--- src/hw/rtl/lome_pkg.sv ---
`default_nettype none
package lome_pkg;

	// Matched levels allowed per request
	localparam int LEVEL_CAP = 16;
	localparam int LEVEL_W = 5;

	typedef struct packed {
		logic        kind;
		logic        instrument;
		logic        side;
		logic [31:0] order_id;
		logic [15:0] price;
		logic [23:0] quantity;
		logic [31:0] target_id;
	} req_t;

	typedef struct packed {
		logic [2:0]  report_kind;
		logic [31:0] report_order_id;
		logic [15:0] report_price;
		logic [23:0] leaves_quantity;
		logic        last;
	} rpt_t;

	typedef struct packed {
		logic [15:0] price;
		logic [31:0] owner;
		logic [23:0] qty;
	} entry_t;

	typedef enum logic [2:0] {
		RK_ACK     = 3'd0,
		RK_FILL    = 3'd1,
		RK_PARTIAL = 3'd2,
		RK_CXL_OK  = 3'd3,
		RK_CXL_REJ = 3'd4,
		RK_DROP    = 3'd5
	} rpt_kind_t;

	// Which book a scan walks and how it picks its entry
	typedef enum logic [1:0] {
		SEL_OPP,
		SEL_OWN,
		SEL_CXL
	} scan_sel_t;

	typedef enum logic [2:0] {
		PS_ACK,
		PS_M1,
		PS_M2,
		PS_CXL_OK,
		PS_CXL_REJ,
		PS_DROP
	} push_sel_t;

	typedef struct packed {
		logic      capture;
		logic      scan_start;
		scan_sel_t scan_sel;
		logic      push;
		push_sel_t push_sel;
		logic      match_apply;
		logic      rest_write;
		logic      cxl_clear;
		logic      cxl_next;
		logic      drop_merge;
		logic      fin;
	} ctl_cmd_t;

	typedef struct packed {
		logic scan_done;
		logic found;
		logic crosses;
		logic qty_zero;
		logic is_cancel;
		logic leaves_zero;
		logic level_cap;
		logic book_full;
		logic cxl_last;
		logic push_ok;
		logic out_free;
	} dp_stat_t;

endpackage
`default_nettype wire

--- src/hw/rtl/lome_ctrl.sv ---
`default_nettype none
module lome_ctrl (
	input  wire logic              clk,
	input  wire logic              arst_n,
	input  wire logic              accept,
	input  wire lome_pkg::dp_stat_t stat,
	output logic                   idle,
	output lome_pkg::ctl_cmd_t     cmd
);

	typedef enum logic [3:0] {
		ST_IDLE,
		ST_ACK,
		ST_MSCAN,
		ST_MEVAL,
		ST_MREP1,
		ST_MREP2,
		ST_RSCAN,
		ST_REVAL,
		ST_CSCAN,
		ST_CEVAL,
		ST_FIN
	} state_t;

	state_t state_q, state_d;

	assign idle = (state_q == ST_IDLE);

	// Next state and datapath commands
	always_comb begin
		state_d = state_q;
		cmd = '0;
		unique case (state_q)
			ST_IDLE: begin
				if (accept) begin
					cmd.capture = 1'b1;
					state_d = ST_ACK;
				end
			end
			ST_ACK: begin
				if (stat.is_cancel) begin
					cmd.scan_start = 1'b1;
					cmd.scan_sel = lome_pkg::SEL_CXL;
					state_d = ST_CSCAN;
				end else if (stat.push_ok) begin
					cmd.push = 1'b1;
					cmd.push_sel = lome_pkg::PS_ACK;
					if (stat.qty_zero) begin
						state_d = ST_FIN;
					end else begin
						cmd.scan_start = 1'b1;
						cmd.scan_sel = lome_pkg::SEL_OPP;
						state_d = ST_MSCAN;
					end
				end
			end
			ST_MSCAN: begin
				if (stat.scan_done) state_d = ST_MEVAL;
			end
			ST_MEVAL: begin
				if (stat.found && stat.crosses) begin
					state_d = ST_MREP1;
				end else begin
					cmd.scan_start = 1'b1;
					cmd.scan_sel = lome_pkg::SEL_OWN;
					state_d = ST_RSCAN;
				end
			end
			ST_MREP1: begin
				if (stat.push_ok) begin
					cmd.push = 1'b1;
					cmd.push_sel = lome_pkg::PS_M1;
					cmd.match_apply = 1'b1;
					state_d = ST_MREP2;
				end
			end
			ST_MREP2: begin
				if (stat.push_ok) begin
					cmd.push = 1'b1;
					cmd.push_sel = lome_pkg::PS_M2;
					if (stat.leaves_zero) begin
						state_d = ST_FIN;
					end else if (stat.level_cap) begin
						cmd.scan_start = 1'b1;
						cmd.scan_sel = lome_pkg::SEL_OWN;
						state_d = ST_RSCAN;
					end else begin
						cmd.scan_start = 1'b1;
						cmd.scan_sel = lome_pkg::SEL_OPP;
						state_d = ST_MSCAN;
					end
				end
			end
			ST_RSCAN: begin
				if (stat.scan_done) state_d = ST_REVAL;
			end
			ST_REVAL: begin
				if (!stat.book_full) begin
					cmd.rest_write = 1'b1;
					state_d = ST_FIN;
				end else if (stat.level_cap) begin
					// no room for another report: the held one becomes the drop
					cmd.drop_merge = 1'b1;
					state_d = ST_FIN;
				end else if (stat.push_ok) begin
					cmd.push = 1'b1;
					cmd.push_sel = lome_pkg::PS_DROP;
					state_d = ST_FIN;
				end
			end
			ST_CSCAN: begin
				if (stat.scan_done) state_d = ST_CEVAL;
			end
			ST_CEVAL: begin
				if (stat.found) begin
					if (stat.push_ok) begin
						cmd.push = 1'b1;
						cmd.push_sel = lome_pkg::PS_CXL_OK;
						cmd.cxl_clear = 1'b1;
						state_d = ST_FIN;
					end
				end else if (stat.cxl_last) begin
					if (stat.push_ok) begin
						cmd.push = 1'b1;
						cmd.push_sel = lome_pkg::PS_CXL_REJ;
						state_d = ST_FIN;
					end
				end else begin
					cmd.cxl_next = 1'b1;
					cmd.scan_start = 1'b1;
					cmd.scan_sel = lome_pkg::SEL_CXL;
					state_d = ST_CSCAN;
				end
			end
			ST_FIN: begin
				if (stat.out_free) begin
					cmd.fin = 1'b1;
					state_d = ST_IDLE;
				end
			end
			default: state_d = ST_IDLE;
		endcase
	end

	always_ff @(posedge clk or negedge arst_n) begin
		if (!arst_n) begin
			state_q <= ST_IDLE;
		end else begin
			state_q <= state_d;
		end
	end

endmodule
`default_nettype wire

--- config.mk ---
export PLATFORM = sky130hd
export DESIGN_NAME = lome_ctrl
export DESIGN_NICKNAME = d
export VERILOG_FILES = /design/src/hw/rtl/lome_pkg.sv /design/src/hw/rtl/lome_ctrl.sv
export SDC_FILE = /design/constraint.sdc
export NUM_CORES = 1
export LEC_CHECK = 0
export ABC_CLOCK_PERIOD_IN_PS = 1300
export CORE_MARGIN = 2
export CORE_UTILIZATION = 45
export DETAILED_ROUTE_END_ITERATION = 10
export DONT_BUFFER_PORTS = 1
export PLACE_DENSITY = 0.72
export SKIP_LAST_GASP = 1
export SLEW_MARGIN = 20
export SYNTH_ARGS = -nofsm -noshare
export SYNTH_HDL_FRONTEND = slang
export SYNTH_SLANG_ARGS = --single-unit
--- constraint.sdc ---
create_clock -name clk -period 1.3 [get_ports clk]
set_input_delay 0.26 -clock clk [delete_from_list [all_inputs] [get_ports clk]]
set_output_delay 0.26 -clock clk [all_outputs]
set_load 0.05 [all_outputs]
* Word-level counts from Yosys, hierarchy flattened
Cells that the tools add are included.
Cells by class: multiplexer cells 54, reductions and logical operators 3, equal/unequal tests 18
Operators with widths (count):
- 4-bit two-way mux | 24
- 4-bit case mux with 11 select lines | 1
- 3-bit two-way mux | 7
- 4-bit case mux with 5 select lines | 1
- 4-bit by 3-bit equality test with 1-bit output, second input constant | 4
- 1-bit two-way mux | 15
- 7-bit two-way mux | 2
- 2-bit != test, second input constant | 7
- 4-bit equality test, second input constant | 3
- 3-bit case mux with 4 select lines | 1
- 4-bit by 2-bit equality test with 1-bit output, second input constant | 2
- 8-bit AND reduction | 1
- 5-bit two-way mux | 1
- 4-bit by 1-bit equality test with 1-bit output, second input constant | 1
- 4-bit zero test | 1
- 2-bit two-way mux | 2
- 3-bit != test, second input constant | 1
- 1-bit logical AND | 1
Word-level totals: bits of input ports 14, flip-flop bits (word level) 4, word-level logic and storage cells 76, output and inout port bits 15

* Longest topological paths before layout
depth in word-level cells 4, depth in mapped cells 6

* Least setup slack after synthesis
OpenSTA, ideal clock, no wires.
kind flip-flop to output port, from register state_q[1], to output cmd[13] in the netlist's numbering, path slack -1.224 ns, arrival 2.264 ns, required time 1.040 ns, buffers on the path 2, stages on the path, launching flop included 5, path through dfrtp_1 -> buf_6 -> buf_2 -> nor4_2 -> and2_1
RTL lines:
- start: declaration | RTL line lome_ctrl.sv:25 | state_t state_q, state_d;
- start signal: assignment | RTL line lome_ctrl.sv:149 | state_q <= state_d;
- end: declaration | RTL line lome_ctrl.sv:8 | output lome_pkg::ctl_cmd_t cmd

==> results.py <==
metrics = {
    "status": {
        "run_status": "finished with violations",
        "failed_checks": "negative setup slack",
    },
    "place": {
        "port_buffers": 0,
        "place_area_um2": 1140,
        "gpl.final_weighted_congestion": 0.902,
        "dp_hpwl_um": 1880,
        "dpl_worst_slack_ns": -0.389,
    },
    "worst_setup_path": {
        "cp-start-kind": "flop",
        "critical_path.endpoint_type": "output pin",
        "worst_path_most_repeated_cell": "sky130_fd_sc_hd__buf_4",
        "cpMaxStageDelayCell": "sky130_fd_sc_hd__o2111ai_4",
        "crit_type": "flop to output pin",
        "critical_path_required_ns": 1.04,
        "path_max_fanout": 6,
        "worstPathArrival_ns": 1.76,
        "timing.critical_path.cells": "buf_4 > nor2_4 > nand4b_1 > buf_4 > o2111ai_4",
        "critical-path-top-delay-family": "compound AO/OA/AOI/OAI gates",
        "max_stage_delay_ns": 0.43,
        "worstPathBufferInverterCount": 2,
    },
    "final_layout": {
        "finish.net_count": 155,
        "largest_registers_ranked_by_flip_flop_count": "state_q x4",
        "layout-area-overhead-vs-synth_pct": 101,
        "largest_reg_flops": 4,
        "antennaDiodeCount": 0,
        "drive_gt1_share_pct": 70.5,
        "layout_common_cells": "sky130_fd_sc_hd__buf_4 (28), sky130_fd_sc_hd__buf_6 (14), sky130_fd_sc_hd__buf_12 (5)",
        "finish.utilization_pct": 97.2,
        "most_common_cell_after_layout_fill_and_taps_aside": "sky130_fd_sc_hd__buf_4",
        "summed_area_of_non_filler_cells_in_the_final_layout_um2": 1460,
        "largest_register": "state_q",
    },
    "global_route": {
        "pin_count_of_the_biggest_net_entering_global_routing": 13,
        "number_of_global_route_vias_before_repair": 1036,
        "number_of_antenna_violations_at_the_first_check_in_global_routing": 0,
        "global_route_wire_length_before_repair_um": 4920,
        "grt_remaining_overflow": 0,
        "grt.total_usage_pct": 34.9,
    },
    "power": {
        "power.total_mw": 3.81,
        "power_density_nw_per_um2": 2600,
        "p_leak_nw": 0.596,
        "ir_worst_vdd_uv": 2170,
    },
    "sta": {
        "final-max-slew-violation-count": 0,
        "final.setup.tns_ns": -10.56,
        "setup_clock_skew_after_layout_ns": 0.0173,
        "final_period_minus_worst_setup_slack_ns": 2.02,
        "final.period_utilization_pct": 155,
        "layout_setup_ws_ns": -0.720,
        "finalHoldViolations": 0,
        "maxSlewHeadroom_pct": 68.4,
        "grt_setup_unrepaired": "yes",
        "fmaxAchievable_mhz": 495,
        "timing_worst_slew_pin_value_ns": 0.474,
        "finalSetupViolCount": 19,
    },
    "synthesis": {
        "sequential_share_of_the_synthesized_area_pct": 13.8,
        "synth_top_area_share_pct": 13.8,
        "synth.lib_cells_used.distinct": 47,
        "synth.avg_cell_area_um2": 7.65,
        "yosys-top-cells-area": "sky130_fd_sc_hd__dfrtp_1 (14%), sky130_fd_sc_hd__buf_6 (4.6%), sky130_fd_sc_hd__nand2_1 (3.6%), sky130_fd_sc_hd__nand4b_1 (3.6%), sky130_fd_sc_hd__and3_1 (3.4%)",
        "cell_type_with_the_highest_aggregate_area_in_the_netlist": "sky130_fd_sc_hd__dfrtp_1",
        "synth_warnings": 0,
        "postSynthNetCount": 109,
        "ys_dominant_reg_cell": "sky130_fd_sc_hd__dfrtp_1",
        "synth_enable_flop_cells": 0,
        "synth-async-reset-ratio_pct": 100,
        "synth_area_um2": 727,
        "syn_inst": 95,
        "ys_ff_latch": 4,
    },
    "route": {
        "ant_nets": 0,
        "via_count": 1141,
        "postRouteWirelength_um": 4310,
        "route.detailed.wl_per_inst_um": 27.8,
        "drt-vias-per-instance": 7.36,
        "detail_route.iter0.violations": 61,
        "drt_pass1_iterations": 4,
        "post-route-drc-count": 0,
    },
    "floorplanning": {
        "die_h_um": 44.2,
        "initial_core_util_pct": 48.3,
        "chipWidth_um": 44.2,
        "die_area_um2": 1950,
        "boundaryPins": 29,
        "placeableCoreArea_um2": 1510,
        "floorplan.rows": 14,
    },
    "clock_tree": {
        "cts_inserted_buffers": 3,
        "tritoncts": "done",
        "clock_sinks": 4,
        "clkLatencyLatePin_ns": 0.26,
        "htree_num_levels": 1,
        "buffer_cell_driving_the_clock_tree_root": "sky130_fd_sc_hd__clkbuf_4",
        "cts.clk_slew.worst_paths_ns": 0.05,
        "clock_path_buffers": 2,
    },
    "run": {
        "max_cap_viol_count": 0,
    },
    "hold_path": {
        "min-delay-path-class": "primary input to flop",
    },
}
## synthesized netlist by cell type (2+ instances only)
cell	n
sky130_fd_sc_hd__a21boi_0	2
sky130_fd_sc_hd__a21o_1	2
sky130_fd_sc_hd__a21oi_1	3
sky130_fd_sc_hd__a31oi_1	3
sky130_fd_sc_hd__and3_1	4
sky130_fd_sc_hd__buf_2	4
sky130_fd_sc_hd__buf_6	3
sky130_fd_sc_hd__dfrtp_1	4
sky130_fd_sc_hd__inv_1	2
sky130_fd_sc_hd__inv_2	2
sky130_fd_sc_hd__nand2_1	7
sky130_fd_sc_hd__nand2b_1	3
sky130_fd_sc_hd__nand3_1	3
sky130_fd_sc_hd__nand3b_1	3
sky130_fd_sc_hd__nand4b_1	3
sky130_fd_sc_hd__nor2_1	6
sky130_fd_sc_hd__nor2b_1	4
sky130_fd_sc_hd__nor3_1	2
sky130_fd_sc_hd__o2111ai_1	2
sky130_fd_sc_hd__o21a_1	2
sky130_fd_sc_hd__o21ai_0	2
sky130_fd_sc_hd__o21ai_1	4
## per-stage QoR
stage	std cells	hold slack [ns]
after detailed placement	135	-0.0355
after global routing	155	0.260
final	155	0.256
after CTS	149	0.278
after global placement	135	-0.0355
after floorplan	95	-0.0356
## worst paths after layout
path / start / endpoint / cells past startpoint / slack [ns]
min in group asynchronous: arst_n / state_q[3] / 1 / 0.29
hold reg to reg: state_q[1] / state_q[2] / 3 / 0.88
setup / recovery: state_q[3] / cmd[12] / 5 / -0.72
max in group asynchronous: arst_n / state_q[1] / 1 / 0.79
setup reg to reg: state_q[0] / state_q[3] / 6 / -0.48
hold / removal: stat[1] / state_q[2] / 2 / 0.26
## what timing repair did
item                                    4_1_cts  5_1_grt
hold buffers                                  1        0
gates resized for setup                      25       17
setup buffers                                11        7
endpoints found under the setup margin       19       19
hold endpoints to repair                      4        0
pin swaps                                    16       20
## cells by family after synthesis
| family | count (synthesis) | synth area share [%] |
|---|---|---|
| AND/OR/NAND/NOR | 46 | 41.8 |
| AO/OA/AOI/OAI | 31 | 32.0 |
| buffers and inverters | 13 | 11.0 |
| flip-flops | 4 | 13.8 |
| multiplexers | 1 | 1.38 |
## layer usage
metal | part of all wire, % | vias up | wire length, um | GRT usage [%]
met4 | 8.7 | 0 | 375 | 14.5
met2 | 45 | 103 | 1930 | 60.3
li1 | - | 448 | - | -
met3 | 12 | 50 | 514 | 8.57
met5 | 0 | - | 0 | 0
met1 | 35 | 540 | 1490 | 40.9
## area by class of cell
| class | instances | area [um^2] |
|---|---|---|
| sequential | 4 | 103 |
| clock buffer | 3 | 22.5 |
| multi-input combinational | 78 | 790 |
| tap | 16 | 20.0 |
| inverter | 4 | 21.3 |
| fill | 27 | 42.5 |
| timing repair buffer | 50 | 508 |
## report_power, final
| group | switching, mW | total, mW | internal [mW] |
|---|---|---|---|
| combinational | 1.80 | 3.33 | 1.53 |
| sequential | 0.108 | 0.301 | 0.194 |
| clock | 0.0674 | 0.172 | 0.104 |
Note: power is estimated with default switching activity, not from simulation.
